**config.mk**
```make
export PLATFORM = sky130hd
export DESIGN_NAME = mandelbrot_escape_time
export DESIGN_NICKNAME = d
export VERILOG_FILES = /design/src/mbe_pkg.sv /design/src/mbe_mult.sv /design/src/mbe_cfg.sv /design/src/mbe_core.sv /design/src/mandelbrot_escape_time.sv
export SDC_FILE = /design/constraint.sdc
export NUM_CORES = 2
export LEC_CHECK = 0
export ABC_AREA = 1
export BUFFER_PORTS_ARGS = -buffer_cell sky130_fd_sc_hd__buf_2
export CAP_MARGIN = 10
export CORE_UTILIZATION = 35
export CTS_CLUSTER_DIAMETER = 40
export DETAILED_ROUTE_END_ITERATION = 8
export GPL_TIMING_DRIVEN = 0
export MAX_ROUTING_LAYER = met4
export PLACE_DENSITY_LB_ADDON = 0.05
export RECOVER_POWER = 50
export REMOVE_ABC_BUFFERS = 1
export SLEW_MARGIN = 20
export SYNTH_ARGS = -nofsm -noshare
export SYNTH_HDL_FRONTEND = slang
export SYNTH_SLANG_ARGS = --single-unit
```
**constraint.sdc**
```tcl
create_clock -name clk -period 11.03 [get_ports clk]
set_input_delay 2.206 -clock clk [delete_from_list [all_inputs] [get_ports clk]]
set_output_delay 2.206 -clock clk [all_outputs]
set_load 0.05 [all_outputs]
```
**src/mbe_pkg.sv**
```systemverilog
// ----------------------------------------------------------------------------
// mbe_pkg: shared types and constants for the escape-time unit
// fixed-point format, register indexes, configuration bundle, saturation
// ----------------------------------------------------------------------------
package mbe_pkg;

    localparam int FRAC_BITS  = 28;
    localparam int WORD_W     = 32;
    localparam int PROD_W     = 2 * WORD_W;
    localparam int COORD_W    = 12;
    localparam int DIM_W      = 13;
    localparam int COUNT_W    = 12;
    localparam int INDEX_W    = 24;
    localparam int CFG_IDX_W  = 3;

    localparam logic [DIM_W-1:0]  MAX_DIM = 13'd4096;
    localparam logic [PROD_W-1:0] ESCAPE_THRESH = 64'd4 << (2 * FRAC_BITS);

    localparam logic [CFG_IDX_W-1:0] REG_ORIGIN_RE    = 3'd0;
    localparam logic [CFG_IDX_W-1:0] REG_ORIGIN_IM    = 3'd1;
    localparam logic [CFG_IDX_W-1:0] REG_STEP_RE      = 3'd2;
    localparam logic [CFG_IDX_W-1:0] REG_STEP_IM      = 3'd3;
    localparam logic [CFG_IDX_W-1:0] REG_MAX_ITER     = 3'd4;
    localparam logic [CFG_IDX_W-1:0] REG_IMAGE_WIDTH  = 3'd5;
    localparam logic [CFG_IDX_W-1:0] REG_IMAGE_HEIGHT = 3'd6;

    localparam logic signed [WORD_W-1:0] RST_ORIGIN_RE = -32'sd536870912;
    localparam logic signed [WORD_W-1:0] RST_ORIGIN_IM = -32'sd402653184;
    localparam logic signed [WORD_W-1:0] RST_STEP      = 32'sd196657;
    localparam logic [COUNT_W-1:0]       RST_MAX_ITER  = 12'd1000;
    localparam logic [DIM_W-1:0]         RST_DIM       = 13'd4096;

    typedef struct packed {
        logic signed [WORD_W-1:0] origin_re;
        logic signed [WORD_W-1:0] origin_im;
        logic signed [WORD_W-1:0] step_re;
        logic signed [WORD_W-1:0] step_im;
        logic [COUNT_W-1:0]       limit;
        logic [DIM_W-1:0]         width;
        logic [DIM_W-1:0]         height;
    } cfg_t;

    function automatic logic signed [WORD_W-1:0] sat32(input logic signed [PROD_W-1:0] v);
        logic signed [WORD_W-1:0] r;
        if (v > 64'sd2147483647)
        begin
            r = 32'sh7fffffff;
        end
        else if (v < -64'sd2147483648)
        begin
            r = 32'sh80000000;
        end
        else
        begin
            r = signed'(v[WORD_W-1:0]);
        end
        return r;
    endfunction

endpackage

```
**src/mbe_mult.sv**
```systemverilog
// ----------------------------------------------------------------------------
// mbe_mult: shared signed multiplier
// one 32x32 signed product per cycle, result registered
// ----------------------------------------------------------------------------
module mbe_mult
    import mbe_pkg::*;
(
    input  logic                      clk,
    input  logic signed [WORD_W-1:0]  a,
    input  logic signed [WORD_W-1:0]  b,
    output logic signed [PROD_W-1:0]  prod
);

    logic signed [PROD_W-1:0] prod_reg;

    always_ff @(posedge clk)
    begin
        prod_reg <= PROD_W'(a) * PROD_W'(b);
    end

    assign prod = prod_reg;

endmodule

```
**src/mbe_cfg.sv**
```systemverilog
// ----------------------------------------------------------------------------
// mbe_cfg: configuration registers
// register writes by index, clamped view handed to the core
// ----------------------------------------------------------------------------
module mbe_cfg
    import mbe_pkg::*;
(
    input  logic                  clk,
    input  logic                  rst_n,
    input  logic                  cfg_valid,
    output logic                  cfg_ready,
    input  logic [CFG_IDX_W-1:0]  cfg_index,
    input  logic [WORD_W-1:0]     cfg_data,
    output cfg_t                  cfg
);

    logic signed [WORD_W-1:0] origin_re_reg;
    logic signed [WORD_W-1:0] origin_im_reg;
    logic signed [WORD_W-1:0] step_re_reg;
    logic signed [WORD_W-1:0] step_im_reg;
    logic [COUNT_W-1:0]       max_iter_reg;
    logic [DIM_W-1:0]         width_reg;
    logic [DIM_W-1:0]         height_reg;

    assign cfg_ready = 1'b1;

    always_ff @(posedge clk or negedge rst_n)
    begin
        if (!rst_n)
        begin
            origin_re_reg <= RST_ORIGIN_RE;
            origin_im_reg <= RST_ORIGIN_IM;
            step_re_reg   <= RST_STEP;
            step_im_reg   <= RST_STEP;
            max_iter_reg  <= RST_MAX_ITER;
            width_reg     <= RST_DIM;
            height_reg    <= RST_DIM;
        end
        else if (cfg_valid)
        begin
            case (cfg_index)
                REG_ORIGIN_RE:    origin_re_reg <= signed'(cfg_data);
                REG_ORIGIN_IM:    origin_im_reg <= signed'(cfg_data);
                REG_STEP_RE:      step_re_reg   <= signed'(cfg_data);
                REG_STEP_IM:      step_im_reg   <= signed'(cfg_data);
                REG_MAX_ITER:     max_iter_reg  <= cfg_data[COUNT_W-1:0];
                REG_IMAGE_WIDTH:  width_reg     <= cfg_data[DIM_W-1:0];
                REG_IMAGE_HEIGHT: height_reg    <= cfg_data[DIM_W-1:0];
                default:          ;
            endcase
        end
    end

    // dimensions above the supported size act as the supported size
    always_comb
    begin
        cfg.origin_re = origin_re_reg;
        cfg.origin_im = origin_im_reg;
        cfg.step_re   = step_re_reg;
        cfg.step_im   = step_im_reg;
        cfg.limit     = max_iter_reg;
        cfg.width     = (width_reg > MAX_DIM) ? MAX_DIM : width_reg;
        cfg.height    = (height_reg > MAX_DIM) ? MAX_DIM : height_reg;
    end

endmodule

```
**src/mbe_core.sv**
```systemverilog
// ----------------------------------------------------------------------------
// mbe_core: escape-time sequencer and datapath
// drives the shared multiplier through setup and iteration steps
// ----------------------------------------------------------------------------
module mbe_core
    import mbe_pkg::*;
(
    input  logic                  clk,
    input  logic                  rst_n,
    input  cfg_t                  cfg,
    input  logic                  in_valid,
    output logic                  in_ready,
    input  logic [COORD_W-1:0]    col,
    input  logic [COORD_W-1:0]    row,
    output logic                  out_valid,
    input  logic                  out_ready,
    output logic [INDEX_W-1:0]    pixel_index,
    output logic [COUNT_W-1:0]    iteration_count
);

    typedef enum logic [3:0] {
        ST_IDLE,
        ST_C_RE,
        ST_C_IM,
        ST_C_IDX,
        ST_C_PIX,
        ST_XX,
        ST_YY,
        ST_XY,
        ST_UPD,
        ST_DONE
    } state_t;

    state_t                   state_reg, state_next;
    logic [COORD_W-1:0]       col_reg, col_next;
    logic [COORD_W-1:0]       row_reg, row_next;
    logic signed [WORD_W-1:0] cx_reg, cx_next;
    logic signed [WORD_W-1:0] cy_reg, cy_next;
    logic signed [WORD_W-1:0] zx_reg, zx_next;
    logic signed [WORD_W-1:0] zy_reg, zy_next;
    logic signed [PROD_W-1:0] xx_reg, xx_next;
    logic signed [PROD_W-1:0] diff_reg, diff_next;
    logic [COUNT_W-1:0]       it_reg, it_next;
    logic [COUNT_W-1:0]       count_reg, count_next;
    logic                     check_reg, check_next;
    logic [INDEX_W-1:0]       pix_reg, pix_next;
    logic                     out_valid_reg, out_valid_next;
    logic [INDEX_W-1:0]       out_pix_reg, out_pix_next;
    logic [COUNT_W-1:0]       out_cnt_reg, out_cnt_next;

    logic signed [WORD_W-1:0] mul_a;
    logic signed [WORD_W-1:0] mul_b;
    logic signed [PROD_W-1:0] prod;
    logic [PROD_W-1:0]        mag;
    logic                     in_range;

    mbe_mult u_mult (
        .clk  (clk),
        .a    (mul_a),
        .b    (mul_b),
        .prod (prod)
    );

    assign in_ready        = (state_reg == ST_IDLE);
    assign out_valid       = out_valid_reg;
    assign pixel_index     = out_pix_reg;
    assign iteration_count = out_cnt_reg;

    assign in_range = ({1'b0, col} < cfg.width) && ({1'b0, row} < cfg.height);
    assign mag      = unsigned'(xx_reg) + unsigned'(prod);

    // operand select for the shared multiplier
    always_comb
    begin
        case (state_reg)
            ST_C_RE:
            begin
                mul_a = cfg.step_re;
                mul_b = signed'(WORD_W'(col_reg));
            end
            ST_C_IM:
            begin
                mul_a = cfg.step_im;
                mul_b = signed'(WORD_W'(row_reg));
            end
            ST_C_IDX:
            begin
                mul_a = signed'(WORD_W'(cfg.width));
                mul_b = signed'(WORD_W'(row_reg));
            end
            ST_XX:
            begin
                mul_a = zx_reg;
                mul_b = zx_reg;
            end
            ST_YY:
            begin
                mul_a = zy_reg;
                mul_b = zy_reg;
            end
            ST_XY:
            begin
                mul_a = zx_reg;
                mul_b = zy_reg;
            end
            default:
            begin
                mul_a = '0;
                mul_b = '0;
            end
        endcase
    end

    always_comb
    begin
        state_next     = state_reg;
        col_next       = col_reg;
        row_next       = row_reg;
        cx_next        = cx_reg;
        cy_next        = cy_reg;
        zx_next        = zx_reg;
        zy_next        = zy_reg;
        xx_next        = xx_reg;
        diff_next      = diff_reg;
        it_next        = it_reg;
        count_next     = count_reg;
        check_next     = check_reg;
        pix_next       = pix_reg;
        out_pix_next   = out_pix_reg;
        out_cnt_next   = out_cnt_reg;
        out_valid_next = out_valid_reg && !out_ready;

        case (state_reg)
            ST_IDLE:
            begin
                if (in_valid)
                begin
                    col_next = col;
                    row_next = row;
                    // pixels outside the image are dropped
                    if (in_range)
                    begin
                        state_next = ST_C_RE;
                    end
                end
            end
            ST_C_RE:
            begin
                state_next = ST_C_IM;
            end
            ST_C_IM:
            begin
                cx_next    = sat32(PROD_W'(cfg.origin_re) + prod);
                zx_next    = cx_next;
                state_next = ST_C_IDX;
            end
            ST_C_IDX:
            begin
                cy_next    = sat32(PROD_W'(cfg.origin_im) + prod);
                zy_next    = cy_next;
                state_next = ST_C_PIX;
            end
            ST_C_PIX:
            begin
                pix_next   = INDEX_W'(col_reg) + prod[INDEX_W-1:0];
                it_next    = '0;
                check_next = 1'b0;
                if (cfg.limit == '0)
                begin
                    count_next = '0;
                    state_next = ST_DONE;
                end
                else
                begin
                    state_next = ST_XX;
                end
            end
            ST_XX:
            begin
                state_next = ST_YY;
            end
            ST_YY:
            begin
                xx_next    = prod;
                state_next = ST_XY;
            end
            ST_XY:
            begin
                // prod holds zy^2 here, xx_reg holds zx^2
                diff_next = xx_reg - prod;
                if (check_reg && (mag > ESCAPE_THRESH))
                begin
                    count_next = it_reg;
                    state_next = ST_DONE;
                end
                else if (check_reg && ((it_reg + 1'b1) == cfg.limit))
                begin
                    count_next = cfg.limit;
                    state_next = ST_DONE;
                end
                else
                begin
                    if (check_reg)
                    begin
                        it_next = it_reg + 1'b1;
                    end
                    state_next = ST_UPD;
                end
            end
            ST_UPD:
            begin
                zx_next    = sat32((diff_reg >>> FRAC_BITS) + PROD_W'(cx_reg));
                zy_next    = sat32((prod >>> (FRAC_BITS - 1)) + PROD_W'(cy_reg));
                check_next = 1'b1;
                state_next = ST_XX;
            end
            ST_DONE:
            begin
                if (!out_valid_reg || out_ready)
                begin
                    out_valid_next = 1'b1;
                    out_pix_next   = pix_reg;
                    out_cnt_next   = count_reg;
                    state_next     = ST_IDLE;
                end
            end
            default:
            begin
                state_next = ST_IDLE;
            end
        endcase
    end

    always_ff @(posedge clk or negedge rst_n)
    begin
        if (!rst_n)
        begin
            state_reg     <= ST_IDLE;
            col_reg       <= '0;
            row_reg       <= '0;
            cx_reg        <= '0;
            cy_reg        <= '0;
            zx_reg        <= '0;
            zy_reg        <= '0;
            xx_reg        <= '0;
            diff_reg      <= '0;
            it_reg        <= '0;
            count_reg     <= '0;
            check_reg     <= 1'b0;
            pix_reg       <= '0;
            out_valid_reg <= 1'b0;
            out_pix_reg   <= '0;
            out_cnt_reg   <= '0;
        end
        else
        begin
            state_reg     <= state_next;
            col_reg       <= col_next;
            row_reg       <= row_next;
            cx_reg        <= cx_next;
            cy_reg        <= cy_next;
            zx_reg        <= zx_next;
            zy_reg        <= zy_next;
            xx_reg        <= xx_next;
            diff_reg      <= diff_next;
            it_reg        <= it_next;
            count_reg     <= count_next;
            check_reg     <= check_next;
            pix_reg       <= pix_next;
            out_valid_reg <= out_valid_next;
            out_pix_reg   <= out_pix_next;
            out_cnt_reg   <= out_cnt_next;
        end
    end

endmodule

```
**src/mandelbrot_escape_time.sv**
```systemverilog
// ----------------------------------------------------------------------------
// mandelbrot_escape_time: escape-time count for one pixel per request
// Each request carries a pixel column and row. Pixels outside the configured
// image are consumed without a result. For a pixel inside, c is formed in
// signed Q4.28 from the corner and step registers, z starts at c and
// z = z*z + c is iterated until |z|^2 exceeds 4 or max_iter is reached; the
// result carries the linear pixel index and the count. One pixel at a time:
// a single 32x32 multiplier is shared by every product. After a request is
// accepted come the setup steps that form c and the pixel index, the first
// update of z from c, each further iteration (three products and an update),
// and the last escape check and the handoff. The input is not ready while a
// pixel is in progress; a finished result waits in its own register so the
// next request can start, and the handoff stalls while that register is full.
// ----------------------------------------------------------------------------
module mandelbrot_escape_time
    import mbe_pkg::*;
(
    input  logic                  clk,
    input  logic                  rst_n,
    input  logic                  cfg_valid,
    output logic                  cfg_ready,
    input  logic [CFG_IDX_W-1:0]  cfg_index,
    input  logic [WORD_W-1:0]     cfg_data,
    input  logic                  in_valid,
    output logic                  in_ready,
    input  logic [COORD_W-1:0]    col,
    input  logic [COORD_W-1:0]    row,
    output logic                  out_valid,
    input  logic                  out_ready,
    output logic [INDEX_W-1:0]    pixel_index,
    output logic [COUNT_W-1:0]    iteration_count
);

    cfg_t cfg;

    mbe_cfg u_cfg (
        .clk       (clk),
        .rst_n     (rst_n),
        .cfg_valid (cfg_valid),
        .cfg_ready (cfg_ready),
        .cfg_index (cfg_index),
        .cfg_data  (cfg_data),
        .cfg       (cfg)
    );

    mbe_core u_core (
        .clk             (clk),
        .rst_n           (rst_n),
        .cfg             (cfg),
        .in_valid        (in_valid),
        .in_ready        (in_ready),
        .col             (col),
        .row             (row),
        .out_valid       (out_valid),
        .out_ready       (out_ready),
        .pixel_index     (pixel_index),
        .iteration_count (iteration_count)
    );

endmodule

```
==> qor.log <==
INFO  logic_synthesis postSynth.asyncResetShare=0.888
INFO  critical_path  r2r-start=u_core.state_reg[0]
INFO  placement      gp_congestion=1.02
INFO  sta            shortest_clock_period_the_worst_path_allows_after_layout=10,760ps
INFO  global_routing grt_util_met3=0.0409
INFO  sta            report.final.hold_viol_count=0
INFO  sta            final_slew_viol_count=679
INFO  logic_synthesis synth_commonest_cells=nand2_1 (3,871), inv_1 (2,416), nor2_1 (1,127)
INFO  placement      portBuffers=101
INFO  sta            worst_slew_margin_rel=-2.48
INFO  global_routing first_global_vias=81,209
INFO  routing        drt-initial-drc-count=7,454
INFO  critical_path  timing.reg2reg.worst_path_depth=33
INFO  logic_synthesis yosysTopAreaCell=fa_1
INFO  global_routing grt_use_met1=0.442
INFO  logic_synthesis synth.top_cell.area_share=0.251
INFO  run_status     failed_checks=max-capacitance violations, max-slew violations
INFO  sta            fmaxAchievable=0.0929GHz
INFO  logic_synthesis netlist_area=0.0867mm2
INFO  final_layout   multi_input_comb_area=0.0623mm2
INFO  routing        drt-total-wl=400mm
INFO  critical_path  critPathKind=reg2reg
INFO  critical_path  worst-r2r-setup-slack=270ps
INFO  clocking       h-tree-depth=3
INFO  floorplanning  floorplan.die.width=500um
INFO  sta            timing.hold.ws=478ps
INFO  run_status     status=finished with violations
INFO  final_layout   register_area=0.0140mm2
INFO  logic_synthesis synth.lib_cells_used.distinct=66
INFO  global_routing grt_max_degree=124
INFO  final_layout   final_area=0.0962mm2
INFO  routing        routed_antenna_nets=0
INFO  critical_path  cp_common_cell=fa_1
INFO  final_layout   layout_cells_sized_above_1=0.0609
INFO  routing        drc=0
INFO  final_layout   layout_fillers=26,496
INFO  logic_synthesis synth.yosys.seq_area_share=0.162
INFO  worst_hold_path hold_path_startpoint=u_core.count_reg[3]
INFO  floorplanning  initial_utilization=0.352
INFO  clocking       tritoncts_num_sinks=572
INFO  final_layout   final_net_count=14,067
INFO  final_layout   finalNonFillerCells=15,805
INFO  clocking       path_clk_slew=60ps
INFO  worst_hold_path hold_path_depth=2
INFO  critical_path  cp-start-kind=flip-flop
INFO  logic_synthesis number_of_flops_mapped_to_enable_cells_by_yosys=0
INFO  worst_hold_path worstHoldPathType=reg2reg
INFO  floorplanning  num_io_pins=103
INFO  clocking       cts_tree=yes
INFO  critical_path  timing.critical_path.slowest_cell_delay=720ps
INFO  logic_synthesis yosys_reg_bits=572
INFO  sta            timing.clock.skew=87.3ps
INFO  critical_path  worst_ep_required_time=11,700ps
INFO  worst_hold_path holdPathEnd=u_core.count_reg[3]
INFO  placement      detailed_place.area=0.0917mm2
INFO  logic_synthesis synth.top_cells.by_area=fa_1 (25%), nand2_1 (17%), dfrtp_1 (14%), inv_1 (10%), ha_1 (7.8%)
INFO  routing        routed_via_density=5.15
INFO  job            cap_viol_max_count=9
INFO  global_routing grt_pass1_wl=576mm
INFO  logic_synthesis most_numerous_cell_in_the_yosys_netlist=nand2_1
INFO  routing        drt-wirelength-per-cell=25.3um
INFO  final_layout   area_growth=11.0%
INFO  routing        dr.pass1.iters=7
INFO  logic_synthesis postSynth.topFlopCell=dfrtp_1
INFO  sta            rsz0062_at_grt=false
INFO  floorplanning  coreArea=0.246mm2
INFO  global_routing grt_util_all_layers=0.330
INFO  clocking       root_buffer=clkbuf_16
INFO  floorplanning  die-area=0.250mm2
INFO  placement      place_inst=15,535
INFO  placement      place_hpwl=334mm
INFO  global_routing antenna_found_initial=28
INFO  logic_synthesis syn-mean-instance-area=6.99um2
INFO  clocking       clk_path_buf_depth=3
INFO  clocking       numCtsBuffers=120
INFO  global_routing global_route.usage.met2=0.520
INFO  critical_path  rr_endpoint=u_core.u_mult.prod[60]
INFO  floorplanning  die_y=500um
INFO  critical_path  endpoint_kind=flip-flop
INFO  sta            timing_worst_slew_pin_value=5220ps
INFO  critical_path  timing.critical_path.fanout_max=24
INFO  global_routing busiest_layer=met2
INFO  logic_synthesis synthesis.instances=12,409
INFO  sta            final-setup-viol-count=0
INFO  critical_path  timing.critical_path.arrival=11,430ps
INFO  sta            min_period_over_period=0.976
INFO  logic_synthesis ys_warnings=0
INFO  critical_path  critPathSlowestCell=clkinv_1
INFO  floorplanning  rows=182
INFO  routing        detailroute.via_count=81,419
INFO  clocking       worst_skew_pair.late_latency=830ps
INFO  global_routing globalRoute.totalOverflow=0
area by class of cell:
| cell class | count | share of cell area |
|---|---|---|
| Clock buffer | 144 | 0.0331 |
| Multi-Input combinational cell | 9007 | 0.648 |
| Timing Repair Buffer | 190 | 0.0197 |
| Tap cell | 3312 | 0.0431 |
| Sequential cell | 572 | 0.146 |
| Antenna cell | 14 | 0.000364 |
| Timing Repair inverter | 3 | 0.000156 |
| Inverter | 2477 | 0.0979 |
| Clock inverter | 86 | 0.0120 |
per-stage QoR:
stage	worst slack (ps)	TNS [ps]	util
after floorplan	-132	-510	-
after global placement	-9150	-2258760	0.365
after detailed placement	-1660	-31250	0.372
after CTS	16.4	0	0.391
after global routing	14.7	0	0.391
final	270	0	0.391
how the worst max path moves through the flow:
stage                              to  slack, ps                start  cells past startpoint
6_report       u_core.u_mult.prod[60]        270  u_core.state_reg[0]                     33
3_5_place_dp   u_core.u_mult.prod[56]      -1660  u_core.state_reg[3]                     35
3_3_place_gp   u_core.u_mult.prod[56]      -9150  u_core.state_reg[2]                     34
4_1_cts        u_core.u_mult.prod[61]         20  u_core.state_reg[0]                     31
2_1_floorplan  u_core.u_mult.prod[62]       -130  u_core.state_reg[2]                     31
5_1_grt        u_core.u_mult.prod[60]         10  u_core.state_reg[3]                     38
layer usage:
| layer | up-vias | routed length (um) |
|---|---|---|
| li1 | 37657 | - |
| met1 | 40583 | 177000 |
| met2 | 2699 | 183000 |
| met3 | 480 | 26900 |
| met4 | 0 | 13400 |
| met5 | - | 0 |
critical path, delay by kind of cell (launching register included):
family / cells / cell delay, ps
adders and majority gates: 9 / 4050
AOI/OAI and AO/OA: 9 / 2950
buffers and inverters: 8 / 1580
and+or+nand+nor: 6 / 1170
DFF: 1 / 570
xor gates and xnor gates: 1 / 200
logic make-up after synthesis:
| family | Yosys count | synth area share |
|---|---|---|
| simple gates | 5713 | 0.264 |
| buf+inv | 2831 | 0.126 |
| fa+ha+maj | 1632 | 0.330 |
| compound gates | 1359 | 0.0870 |
| flops | 572 | 0.162 |
| xor+xnor | 250 | 0.0252 |
| mux | 51 | 0.00662 |
| other cells | 1 | 0.0000432 |
placed cells by master, fill, tap and decap left out, types with 38 or more instances in the layout:
cell	n
a31oi_1	56
inv_1	2395
a21oi_1	487
xnor2_1	83
buf_2	100
nand4_1	112
nand3_1	350
nor3_1	63
nor2_1	1097
clkbuf_16	120
dfxtp_1	56
o21ai_0	547
fa_1	1087
ha_1	544
mux2_2	51
nor2_2	67
xor2_1	167
nand2_1	3860
dfrtp_1	483
o21bai_1	38
repair_timing:
item | in CTS | in global routing
setup endpoints to repair | 40 | 21
setup buffers | 9 | 13
cloned | 0 | 4
gates resized for setup | 36 | 23
hold buffers | 0 | 0
pin swaps | 2 | 4
Power is not shown: default switching activity piles up to over one toggle a cycle in this logic, so the estimate is an artifact.
